--- src/sv/cws_pkg.sv ---
`timescale 1ns / 1ps

package cws_pkg;

    localparam int MAX_RADIUS    = 8;
    localparam int SAMPLE_BITS   = 16;
    localparam int HIST_DEPTH    = 2 * MAX_RADIUS + 1;
    localparam int SUM_BITS      = SAMPLE_BITS + $clog2(HIST_DEPTH);
    localparam int CFG_BITS      = 4;
    localparam int RADIUS_BITS   = $clog2(MAX_RADIUS + 1);
    localparam int SEEN_BITS     = $clog2(MAX_RADIUS + 2);
    localparam int HIST_IDX_BITS = $clog2(HIST_DEPTH);
    localparam int CMDQ_DEPTH    = 4;
    localparam int CMDQ_PTR_BITS = 2;
    localparam int CMDQ_CNT_BITS = 3;
    localparam int RESQ_DEPTH    = 2;
    localparam int RESQ_CNT_BITS = 2;

    typedef logic signed [SAMPLE_BITS-1:0] sample_t;
    typedef logic signed [SUM_BITS-1:0]    sum_t;
    typedef logic [CFG_BITS-1:0]           cfg_t;
    typedef logic [RADIUS_BITS-1:0]        radius_t;
    typedef logic [SEEN_BITS-1:0]          seen_t;
    typedef logic [HIST_IDX_BITS-1:0]      hidx_t;

    typedef struct packed {
        sample_t sample;
        logic    end_of_vector;
    } in_t;

    typedef struct packed {
        sum_t window_sum;
        logic last_sum;
    } out_t;

    // Work item handed from the classifier to the summing datapath
    typedef struct packed {
        sample_t sample;
        logic    emit;
        logic    last;
        radius_t flush_cnt;
    } cmd_t;

    function automatic radius_t eff_radius(cfg_t value);
        if (int'(value) > MAX_RADIUS)
            return radius_t'(MAX_RADIUS);
        else
            return radius_t'(value);
    endfunction

endpackage

--- src/sv/cws_front.sv ---
`timescale 1ns / 1ps

module cws_front (
    input  logic           clk,
    input  logic           rst_n,
    input  logic           push,
    output logic           full,
    input  cws_pkg::in_t   sample_item,
    input  cws_pkg::radius_t radius,
    output logic           cmd_push,
    output cws_pkg::cmd_t  cmd,
    input  logic           cmd_full
);
    import cws_pkg::*;

    seen_t   seen_reg;
    seen_t   seen_next;
    seen_t   seen_plus;
    seen_t   seen_less;
    radius_t dmax;

    assign full     = cmd_full;
    assign cmd_push = push && !cmd_full;

    // Saturate the count once the window is full on the left
    assign seen_plus = (seen_reg == seen_t'(MAX_RADIUS + 1)) ? seen_reg : seen_reg + 1'b1;
    assign seen_less = seen_plus - 1'b1;
    assign dmax      = (seen_less < seen_t'(radius)) ? radius_t'(seen_less) : radius;

    always_comb
    begin
        cmd.sample    = sample_item.sample;
        cmd.last      = sample_item.end_of_vector;
        cmd.emit      = seen_plus > seen_t'(radius);
        cmd.flush_cnt = dmax;
    end

    always_comb
    begin
        seen_next = seen_reg;
        if (cmd_push)
        begin
            if (sample_item.end_of_vector)
                seen_next = '0;
            else
                seen_next = seen_plus;
        end
    end

    always_ff @(posedge clk or negedge rst_n)
    begin
        if (!rst_n)
            seen_reg <= '0;
        else
            seen_reg <= seen_next;
    end

endmodule

--- src/sv/cws_cmd_queue.sv ---
`timescale 1ns / 1ps

module cws_cmd_queue (
    input  logic          clk,
    input  logic          rst_n,
    input  logic          push,
    input  cws_pkg::cmd_t push_data,
    output logic          full,
    input  logic          pop,
    output cws_pkg::cmd_t head,
    output logic          empty
);
    import cws_pkg::*;

    cmd_t                     mem_reg [CMDQ_DEPTH];
    logic [CMDQ_PTR_BITS-1:0] wr_ptr_reg;
    logic [CMDQ_PTR_BITS-1:0] rd_ptr_reg;
    logic [CMDQ_CNT_BITS-1:0] cnt_reg;
    logic                     do_push;
    logic                     do_pop;

    assign full    = cnt_reg == CMDQ_CNT_BITS'(CMDQ_DEPTH);
    assign empty   = cnt_reg == '0;
    assign do_push = push && !full;
    assign do_pop  = pop && !empty;
    assign head    = mem_reg[rd_ptr_reg];

    always_ff @(posedge clk)
    begin
        if (do_push)
            mem_reg[wr_ptr_reg] <= push_data;
    end

    always_ff @(posedge clk or negedge rst_n)
    begin
        if (!rst_n)
        begin
            wr_ptr_reg <= '0;
            rd_ptr_reg <= '0;
            cnt_reg    <= '0;
        end
        else
        begin
            if (do_push)
                wr_ptr_reg <= wr_ptr_reg + 1'b1;
            if (do_pop)
                rd_ptr_reg <= rd_ptr_reg + 1'b1;
            if (do_push && !do_pop)
                cnt_reg <= cnt_reg + 1'b1;
            else if (do_pop && !do_push)
                cnt_reg <= cnt_reg - 1'b1;
        end
    end

endmodule

--- src/sv/cws_back.sv ---
`timescale 1ns / 1ps

module cws_back (
    input  logic             clk,
    input  logic             rst_n,
    input  cws_pkg::cmd_t    cmd,
    input  logic             cmd_empty,
    output logic             cmd_pop,
    input  cws_pkg::radius_t radius,
    input  logic             radius_we,
    input  logic             pop,
    output logic             empty,
    output cws_pkg::out_t    sum_item
);
    import cws_pkg::*;

    typedef enum logic [2:0] {
        ST_RUN   = 3'b001,
        ST_FLUSH = 3'b010,
        ST_SYNC  = 3'b100
    } state_t;

    state_t  state_reg, state_next;
    sample_t hist_reg  [HIST_DEPTH];
    sample_t hist_next [HIST_DEPTH];
    sum_t    total_reg, total_next;
    radius_t d_reg, d_next;
    hidx_t   sync_idx_reg, sync_idx_next;

    out_t                     res_mem_reg [RESQ_DEPTH];
    logic                     res_wr_ptr_reg;
    logic                     res_rd_ptr_reg;
    logic [RESQ_CNT_BITS-1:0] res_cnt_reg;
    logic                     res_push;
    out_t                     res_data;
    logic                     res_room;
    logic                     res_pop;

    hidx_t two_r;
    sum_t  stepped;
    sum_t  flushed;

    assign res_room = res_cnt_reg != RESQ_CNT_BITS'(RESQ_DEPTH);
    assign two_r    = hidx_t'(radius) << 1;
    // Add the newest sample, drop the one leaving the window
    assign stepped  = total_reg + sum_t'(cmd.sample) - sum_t'(hist_reg[two_r]);
    assign flushed  = total_reg - sum_t'(hist_reg[hidx_t'(d_reg) + hidx_t'(radius)]);

    always_comb
    begin
        state_next    = state_reg;
        hist_next     = hist_reg;
        total_next    = total_reg;
        d_next        = d_reg;
        sync_idx_next = sync_idx_reg;
        cmd_pop       = 1'b0;
        res_push      = 1'b0;
        res_data      = '0;

        if (radius_we)
        begin
            // Rebuild the running total for the new window width
            state_next    = ST_SYNC;
            total_next    = '0;
            sync_idx_next = '0;
        end
        else
        begin
            unique case (state_reg)
                ST_RUN:
                begin
                    if (!cmd_empty && res_room)
                    begin
                        cmd_pop      = 1'b1;
                        hist_next[0] = cmd.sample;
                        for (int k = 1; k < HIST_DEPTH; k++)
                            hist_next[k] = hist_reg[k-1];
                        total_next = stepped;
                        if (cmd.last)
                        begin
                            res_push            = 1'b1;
                            res_data.window_sum = stepped;
                            res_data.last_sum   = cmd.flush_cnt == '0;
                            if (cmd.flush_cnt == '0)
                            begin
                                for (int k = 0; k < HIST_DEPTH; k++)
                                    hist_next[k] = '0;
                                total_next = '0;
                            end
                            else
                            begin
                                state_next = ST_FLUSH;
                                d_next     = cmd.flush_cnt;
                            end
                        end
                        else if (cmd.emit)
                        begin
                            res_push            = 1'b1;
                            res_data.window_sum = stepped;
                            res_data.last_sum   = 1'b0;
                        end
                    end
                end
                ST_FLUSH:
                begin
                    if (res_room)
                    begin
                        // Shrink from the old end, one position per cycle with room
                        res_push            = 1'b1;
                        res_data.window_sum = flushed;
                        res_data.last_sum   = d_reg == radius_t'(1);
                        if (d_reg == radius_t'(1))
                        begin
                            for (int k = 0; k < HIST_DEPTH; k++)
                                hist_next[k] = '0;
                            total_next = '0;
                            state_next = ST_RUN;
                        end
                        else
                        begin
                            total_next = flushed;
                        end
                        d_next = d_reg - 1'b1;
                    end
                end
                ST_SYNC:
                begin
                    total_next = total_reg + sum_t'(hist_reg[sync_idx_reg]);
                    if (sync_idx_reg == two_r)
                        state_next = ST_RUN;
                    else
                        sync_idx_next = sync_idx_reg + 1'b1;
                end
                default:
                begin
                    state_next = ST_RUN;
                end
            endcase
        end
    end

    always_ff @(posedge clk or negedge rst_n)
    begin
        if (!rst_n)
        begin
            state_reg    <= ST_RUN;
            total_reg    <= '0;
            d_reg        <= '0;
            sync_idx_reg <= '0;
            for (int k = 0; k < HIST_DEPTH; k++)
                hist_reg[k] <= '0;
        end
        else
        begin
            state_reg    <= state_next;
            total_reg    <= total_next;
            d_reg        <= d_next;
            sync_idx_reg <= sync_idx_next;
            hist_reg     <= hist_next;
        end
    end

    // Result queue toward the consumer
    assign empty    = res_cnt_reg == '0;
    assign res_pop  = pop && !empty;
    assign sum_item = res_mem_reg[res_rd_ptr_reg];

    always_ff @(posedge clk)
    begin
        if (res_push)
            res_mem_reg[res_wr_ptr_reg] <= res_data;
    end

    always_ff @(posedge clk or negedge rst_n)
    begin
        if (!rst_n)
        begin
            res_wr_ptr_reg <= 1'b0;
            res_rd_ptr_reg <= 1'b0;
            res_cnt_reg    <= '0;
        end
        else
        begin
            if (res_push)
                res_wr_ptr_reg <= ~res_wr_ptr_reg;
            if (res_pop)
                res_rd_ptr_reg <= ~res_rd_ptr_reg;
            if (res_push && !res_pop)
                res_cnt_reg <= res_cnt_reg + 1'b1;
            else if (res_pop && !res_push)
                res_cnt_reg <= res_cnt_reg - 1'b1;
        end
    end

endmodule

--- src/sv/centered_window_sum_stencil.sv ---
`timescale 1ns / 1ps
// Streaming box sum over a window of radius samples on each side of every
// position of a vector, with zero padding past both ends.
// Input side is a queue: a sample request goes in when push is high and
// full is low; end_of_vector marks the vector's final sample.
// Result side is a queue: while empty is low the oldest sum is on sum_item,
// and pop takes it. last_sum marks the sum of the vector's final position.
// radius_we writes radius_data; values above the maximum radius saturate.
// Write it only while no request is in flight; the running total is then
// rebuilt over the stored history before the next sample is summed.
// Throughput: one sample per cycle while the result queue has room and
// no flush or rebuild runs, set by the single add-and-subtract update of
// the running total. The final sample of a vector is followed by up to
// radius flushed sums (fewer for short vectors), during which no new
// sample is summed. An accepted sample waits in the command queue; the
// summing datapath reads it and registers the sum it completes into the
// result queue, whose oldest entry is on sum_item.
// When the consumer stalls, the result queue fills, then the command
// queue fills, then full rises. Reset clears history, counts and queues
// and sets the radius to 3.

module centered_window_sum_stencil (
    input  logic                clk,
    input  logic                rst_n,
    input  logic                push,
    output logic                full,
    input  cws_pkg::in_t        sample_item,
    output logic                empty,
    input  logic                pop,
    output cws_pkg::out_t       sum_item,
    input  logic                radius_we,
    input  logic [3:0]          radius_data
);
    import cws_pkg::*;

    cfg_t    radius_reg;
    radius_t radius;
    logic    cmd_push;
    cmd_t    cmd_in;
    logic    cmd_full;
    logic    cmd_pop;
    cmd_t    cmd_head;
    logic    cmd_empty;

    always_ff @(posedge clk or negedge rst_n)
    begin
        if (!rst_n)
            radius_reg <= cfg_t'(3);
        else if (radius_we)
            radius_reg <= radius_data;
    end

    assign radius = eff_radius(radius_reg);

    cws_front u_front (
        .clk         (clk),
        .rst_n       (rst_n),
        .push        (push),
        .full        (full),
        .sample_item (sample_item),
        .radius      (radius),
        .cmd_push    (cmd_push),
        .cmd         (cmd_in),
        .cmd_full    (cmd_full)
    );

    cws_cmd_queue u_cmd_queue (
        .clk       (clk),
        .rst_n     (rst_n),
        .push      (cmd_push),
        .push_data (cmd_in),
        .full      (cmd_full),
        .pop       (cmd_pop),
        .head      (cmd_head),
        .empty     (cmd_empty)
    );

    cws_back u_back (
        .clk       (clk),
        .rst_n     (rst_n),
        .cmd       (cmd_head),
        .cmd_empty (cmd_empty),
        .cmd_pop   (cmd_pop),
        .radius    (radius),
        .radius_we (radius_we),
        .pop       (pop),
        .empty     (empty),
        .sum_item  (sum_item)
    );

endmodule
--- config.mk ---
export PLATFORM = sky130hd
export DESIGN_NAME = centered_window_sum_stencil
export DESIGN_NICKNAME = d
export VERILOG_FILES = /design/src/sv/cws_pkg.sv /design/src/sv/cws_front.sv /design/src/sv/cws_cmd_queue.sv /design/src/sv/cws_back.sv /design/src/sv/centered_window_sum_stencil.sv
export SDC_FILE = /design/constraint.sdc
export NUM_CORES = 1
export LEC_CHECK = 0
export ABC_AREA = 1
export BUFFER_PORTS_ARGS = -buffer_cell sky130_fd_sc_hd__buf_2
export CAP_MARGIN = 20
export CORE_MARGIN = 2
export CORE_UTILIZATION = 60
export CTS_BUF_LIST = sky130_fd_sc_hd__clkbuf_2
export DETAILED_ROUTE_END_ITERATION = 6
export PLACE_DENSITY = 0.77
export SYNTH_ARGS = -nofsm -noshare
export SYNTH_HDL_FRONTEND = slang
export SYNTH_SLANG_ARGS = --single-unit
--- constraint.sdc ---
create_clock -name clk -period 5.6 [get_ports clk]
set_input_delay 1.4 -clock clk [delete_from_list [all_inputs] [get_ports clk]]
set_output_delay 1.4 -clock clk [all_outputs]
set_load 0.01 [all_outputs]
* Yosys cells after proc, flatten, opt, wreduce, memory -nomap -nowiden *
Memory sizes are Yosys's and may differ from the RTL's.
Index checks and enable logic that the tools add are counted.

storage, ports and cells
  register bits after elaboration = 324
  bits in latches = 0
  memory bits (writable) = 132
  ROM bits = 0
  input port bits = 26
  output and inout bits = 24
  memories kept = 2

memories
  name                 words  width  read ports  clocked after Yosys merged registers in  write ports  line                 text
  u_cmd_queue.mem_reg  4      22     1           0                                        1            cws_cmd_queue.sv:15  cmd_t mem_reg [CMDQ_DEPTH];
  u_back.res_mem_reg   2      22     1           0                                        1            cws_back.sv:30       out_t res_mem_reg [RESQ_DEPTH];

cells by class
  add/subtract/negate cells = 15
  multipliers = 0
  div/mod/pow operators = 0
  magnitude comparators = 6
  eq/ne operators = 20
  shift-type cells = 0
  mux-type cells = 65
  bitwise logic cells = 6
  reduce and logical (&&, ||, !) cells = 29

operators with widths
  cell                 number
  $mux 272             5
  $pmux 272 s2         1
  $bmux 16 s5          3
  $mux 21              6
  $mux 22              5
  $mux 16              6
  $pmux 21 s3          1
  $pmux 22 s2          1
  $add 21x16->21       2
  $sub 21x16->21       2
  $mux 4               8
  $mux 3               9
  $ge 6x6->1 const B   3
  $not 5->6            3
  $mux 5               3
  $mux 1               12
  $ne 3x2->1 const B   4
  $reduce_and 6->1     2
  $logic_and 1x1->1    9
  $pmux 3 s3           1
  $ne 2x2->1 const B   4
  $pmux 4 s2           1
  $reduce_bool 2->1    4
  $sub 4x1->4 const B  2
  29 further kinds     44

* Depth between registers and ports, before layout *
  depth after elaboration = 12
  mapped depth = 28

* Hierarchy *
From an unflattened synthesis, not the netlist that was laid out.

second synthesis, totals
  cells, all modules = 3765
  area, all modules = 28855.2 um^2

modules (own cells, without submodules)
  module                       instances  cells an instance  area each (um^2)  sequential area each (um^2)
  cws_back                     1          3323               23956.7           9054.9
  cws_cmd_queue                1          318                3998.8            2817.7
  cws_front                    1          102                723.2             100.1
  centered_window_sum_stencil  1          22                 176.4             102.6

* Worst setup path after synthesis *
No wires, ideal clock.

  kind = reg2reg
  start point = register radius_reg[3]
  end point = memory u_back.res_mem_reg[0][16] (netlist name) (data pin)
  arrival time = 4.287 ns
  data required time = 5.326 ns
  slack = 1.039 ns
  cell stages (with the launch flop) = 25
  buffers on the path = 4
  clock period less this slack = 4.561 ns
  cells stage by stage = dfrtp_1 inv_2 nand2_1 clkbuf_1 buf_1 fa_1 inv_1 clkbuf_1 clkbuf_1 a21oi_1 o21ai_0 nand3_1 nand3_1 a32oi_1 ha_1 a21oi_1 o21ai_0 a21o_1 nand3_1 nand2_1 nand3_1 nand2_1 or2_2 nand3_1 a21oi_1

RTL lines
  what                      line                               text
  start: declaration        centered_window_sum_stencil.sv:36  cfg_t radius_reg;
  start signal: assignment  centered_window_sum_stencil.sv:48  radius_reg <= cfg_t'(3);
  start signal: assignment  centered_window_sum_stencil.sv:50  radius_reg <= radius_data;
  end: declaration          cws_back.sv:30

==> metrics.txt <==
met3 wire length=10.4 mm; CP Capture Type=flip-flop; WP data arrival=6.23 ns; row cnt=78; failing checks=design-rule violations; Hold WC Path Type=input port to async pin; Fmax=190 MHz; largest net degree at the start of global routing=152; outcome=finished with violations; syn_area_per_cell=8.14 µm²; startpoint types=flip-flop; CTS Buf Count=116; CORE AREA=45600 µm²; vias in the first global route=26357; fin nets=3582; Routed met2 length=41.6 mm; ANT nets after route=0; postcts setup bufs=0; most common flop cell mapped by yosys=dfrtp_1; Slew headroom=22.2%; Worst-path clk slew=0.12 ns; worst slew pin tran=1.17 ns; Pre-Repair DR Iteration Count=7; number of DRC markers in iteration 0=3815; Remaining Overflow, GRT=0; max-cap viol count=0; DRT Wirelength=95.9 mm; yosys synthesis warning count=0; Period Utilization, post-route=94.1%; highest metal used=met4; Metal-1 WL=38.5 mm; number of gates resized after CTS=0; hold_buf cts=0; Seq cells post-synth=456; Worst EP required=6.56 ns; Largest register FFs=272; Die X=219 µm; Async SR Flop Fraction=71.1%; syn_nets=3545; first-pass GRT wire length=148 mm; Remaining DRCs=8; synthesized instance count=3412; routability cong.=1.01; Sink Count=456; Die Ht=219 µm; final hold violations=0; Period minus WS final=5.27 ns; final setup violation count=0; cell area after synthesis=27800 µm²; clock skew=0.125 ns; number of I/O pins=50; setup_tns=0 ns; reg2reg end=u_back.res_mem_reg[0][15]$_DFFE_PP_; Reg2Reg Setup Slack=0.33 ns; R2R depth=16; antenna violations before repair=2; CTS tree=built; fin. max-slew vios=0; RSZ-0062 raised after global routing=false; routed length per instance=23.2 µm; Post-synth EDFFs=132; RR Startpoint=radius_reg[0]$_DFFE_PN1P_; vias=27351; commonest non-fill, non-tap cells in the layout=461 x a21oi_1, 431 x inv_1, 387 x o21ai_0, 354 x nand2_1, 319 x dfrtp_1; CTS max path bufs=3; Die ar.=48000 µm²; Via density=6.60; Crit Path Class=flip-flop to flip-flop; Port Buffers=49; CP Max Fanout=39; sequential area share after synthesis=43.5%; P&R area growth vs syn=7.01%; gr usage total=40.2%; clock root buffer=clkbuf_2; worst-skew pair later-pin latency=1.27 ns; Starting Density=61.0%; H-tree depth=3; commonest non-fill, non-tap cell in the layout=a21oi_1; Yosys cell types=56; post-DP HPWL=64.6 mm; share of layout cells above drive strength 1=11.6%
## cells by family after synthesis
group           count (synthesis)  share of synthesized area [%]
fa+ha+maj                     107                           5.47
xor+xnor                       42                           1.32
buf+inv                       675                           9.77
simple gates                  839                           13.6
mux                             1                         0.0405
compound gates               1292                           26.4
flops                         456                           43.5
## cell type report
class                      instances  area [µm²]
timing repair buffer             145        1090
sequential                       456       12100
clock buffer                     169         846
antenna                            2        5.00
tap                              600         751
fill                            3945       15800
clock inverter                    39         224
inverter                         449        1690
multi-input combinational       2281       13000
## synth_stat cells (all sizes together) (33+ instances only)
master	instances	area share [%]
or2	33	0.74
clkbuf	119	1.6
inv	446	6.0
a21oi	462	8.3
nor3	41	0.78
o21ai	388	7.0
nand2	360	4.9
o22ai	305	6.9
nand3	255	4.6
buf	107	2.1
ha	83	3.7
nor2	116	1.7
edfxtp	132	14
dfrtp	321	29
## worst max-delay path by stage
stage / startpoint / end / slack (ns)
2_1_floorplan: radius_reg[3]$_DFFE_PN0P_ / u_back.res_mem_reg[0][16]$_DFFE_PP_ / 1.04
3_3_place_gp: radius_reg[3]$_DFFE_PN0P_ / u_back.res_mem_reg[1][21]$_DFFE_PP_ / 0.74
3_5_place_dp: radius_reg[0]$_DFFE_PN1P_ / u_back.res_mem_reg[0][15]$_DFFE_PP_ / 0.69
4_1_cts: radius_reg[0]$_DFFE_PN1P_ / u_back.res_mem_reg[0][15]$_DFFE_PP_ / 0.56
5_1_grt: radius_reg[0]$_DFFE_PN1P_ / u_back.res_mem_reg[0][15]$_DFFE_PP_ / 0.09
6_report: radius_reg[0]$_DFFE_PN1P_ / u_back.res_mem_reg[0][15]$_DFFE_PP_ / 0.33
## critical path, stage by stage (launching register included)
cell and delay (ns):
dfstp_2 0.65, inv_1 0.12, nor2_4 0.21, buf_4 0.49, a21oi_1 0.14, a2111oi_0 0.38, nor2_1 0.25, fa_1 0.54
inv_1 0.04, ha_1 0.34, nand2_1 0.15, nor4_1 0.60, a21oi_1 0.24, o21ai_0 0.30, or2_2 0.17, nand3_1 0.07
a21oi_1 0.27
## metrics by stage
| step | hold slack [ns] | instances | utilization, % | setup slack, ns | instance area [µm²] |
|---|---|---|---|---|---|
| 3_5_place_dp | 0.456 | 3931 | 62.9 | 0.692 | 28700 |
| 6_report | 0.270 | 4141 | 65.2 | 0.332 | 29700 |
| 5_1_grt | 0.310 | 4140 | 65.2 | 0.0860 | 29700 |
| 3_3_place_gp | 0.460 | 3931 | 62.9 | 0.745 | 28700 |
| 2_1_floorplan | 0.442 | 3412 | - | 1.04 | 27800 |
| 4_1_cts | 0.237 | 4139 | 65.2 | 0.559 | 29700 |
## metal layers
metal	vias up	global-route usage (%)
met5	-	0
met4	0	22.3
met3	367	8.34
met2	1813	59.5
met1	12928	55.2
li1	12243	-
Power is left out: the tool's default activity adds up to more than one toggle a clock period on the data nets, which glitch-free logic cannot reach.
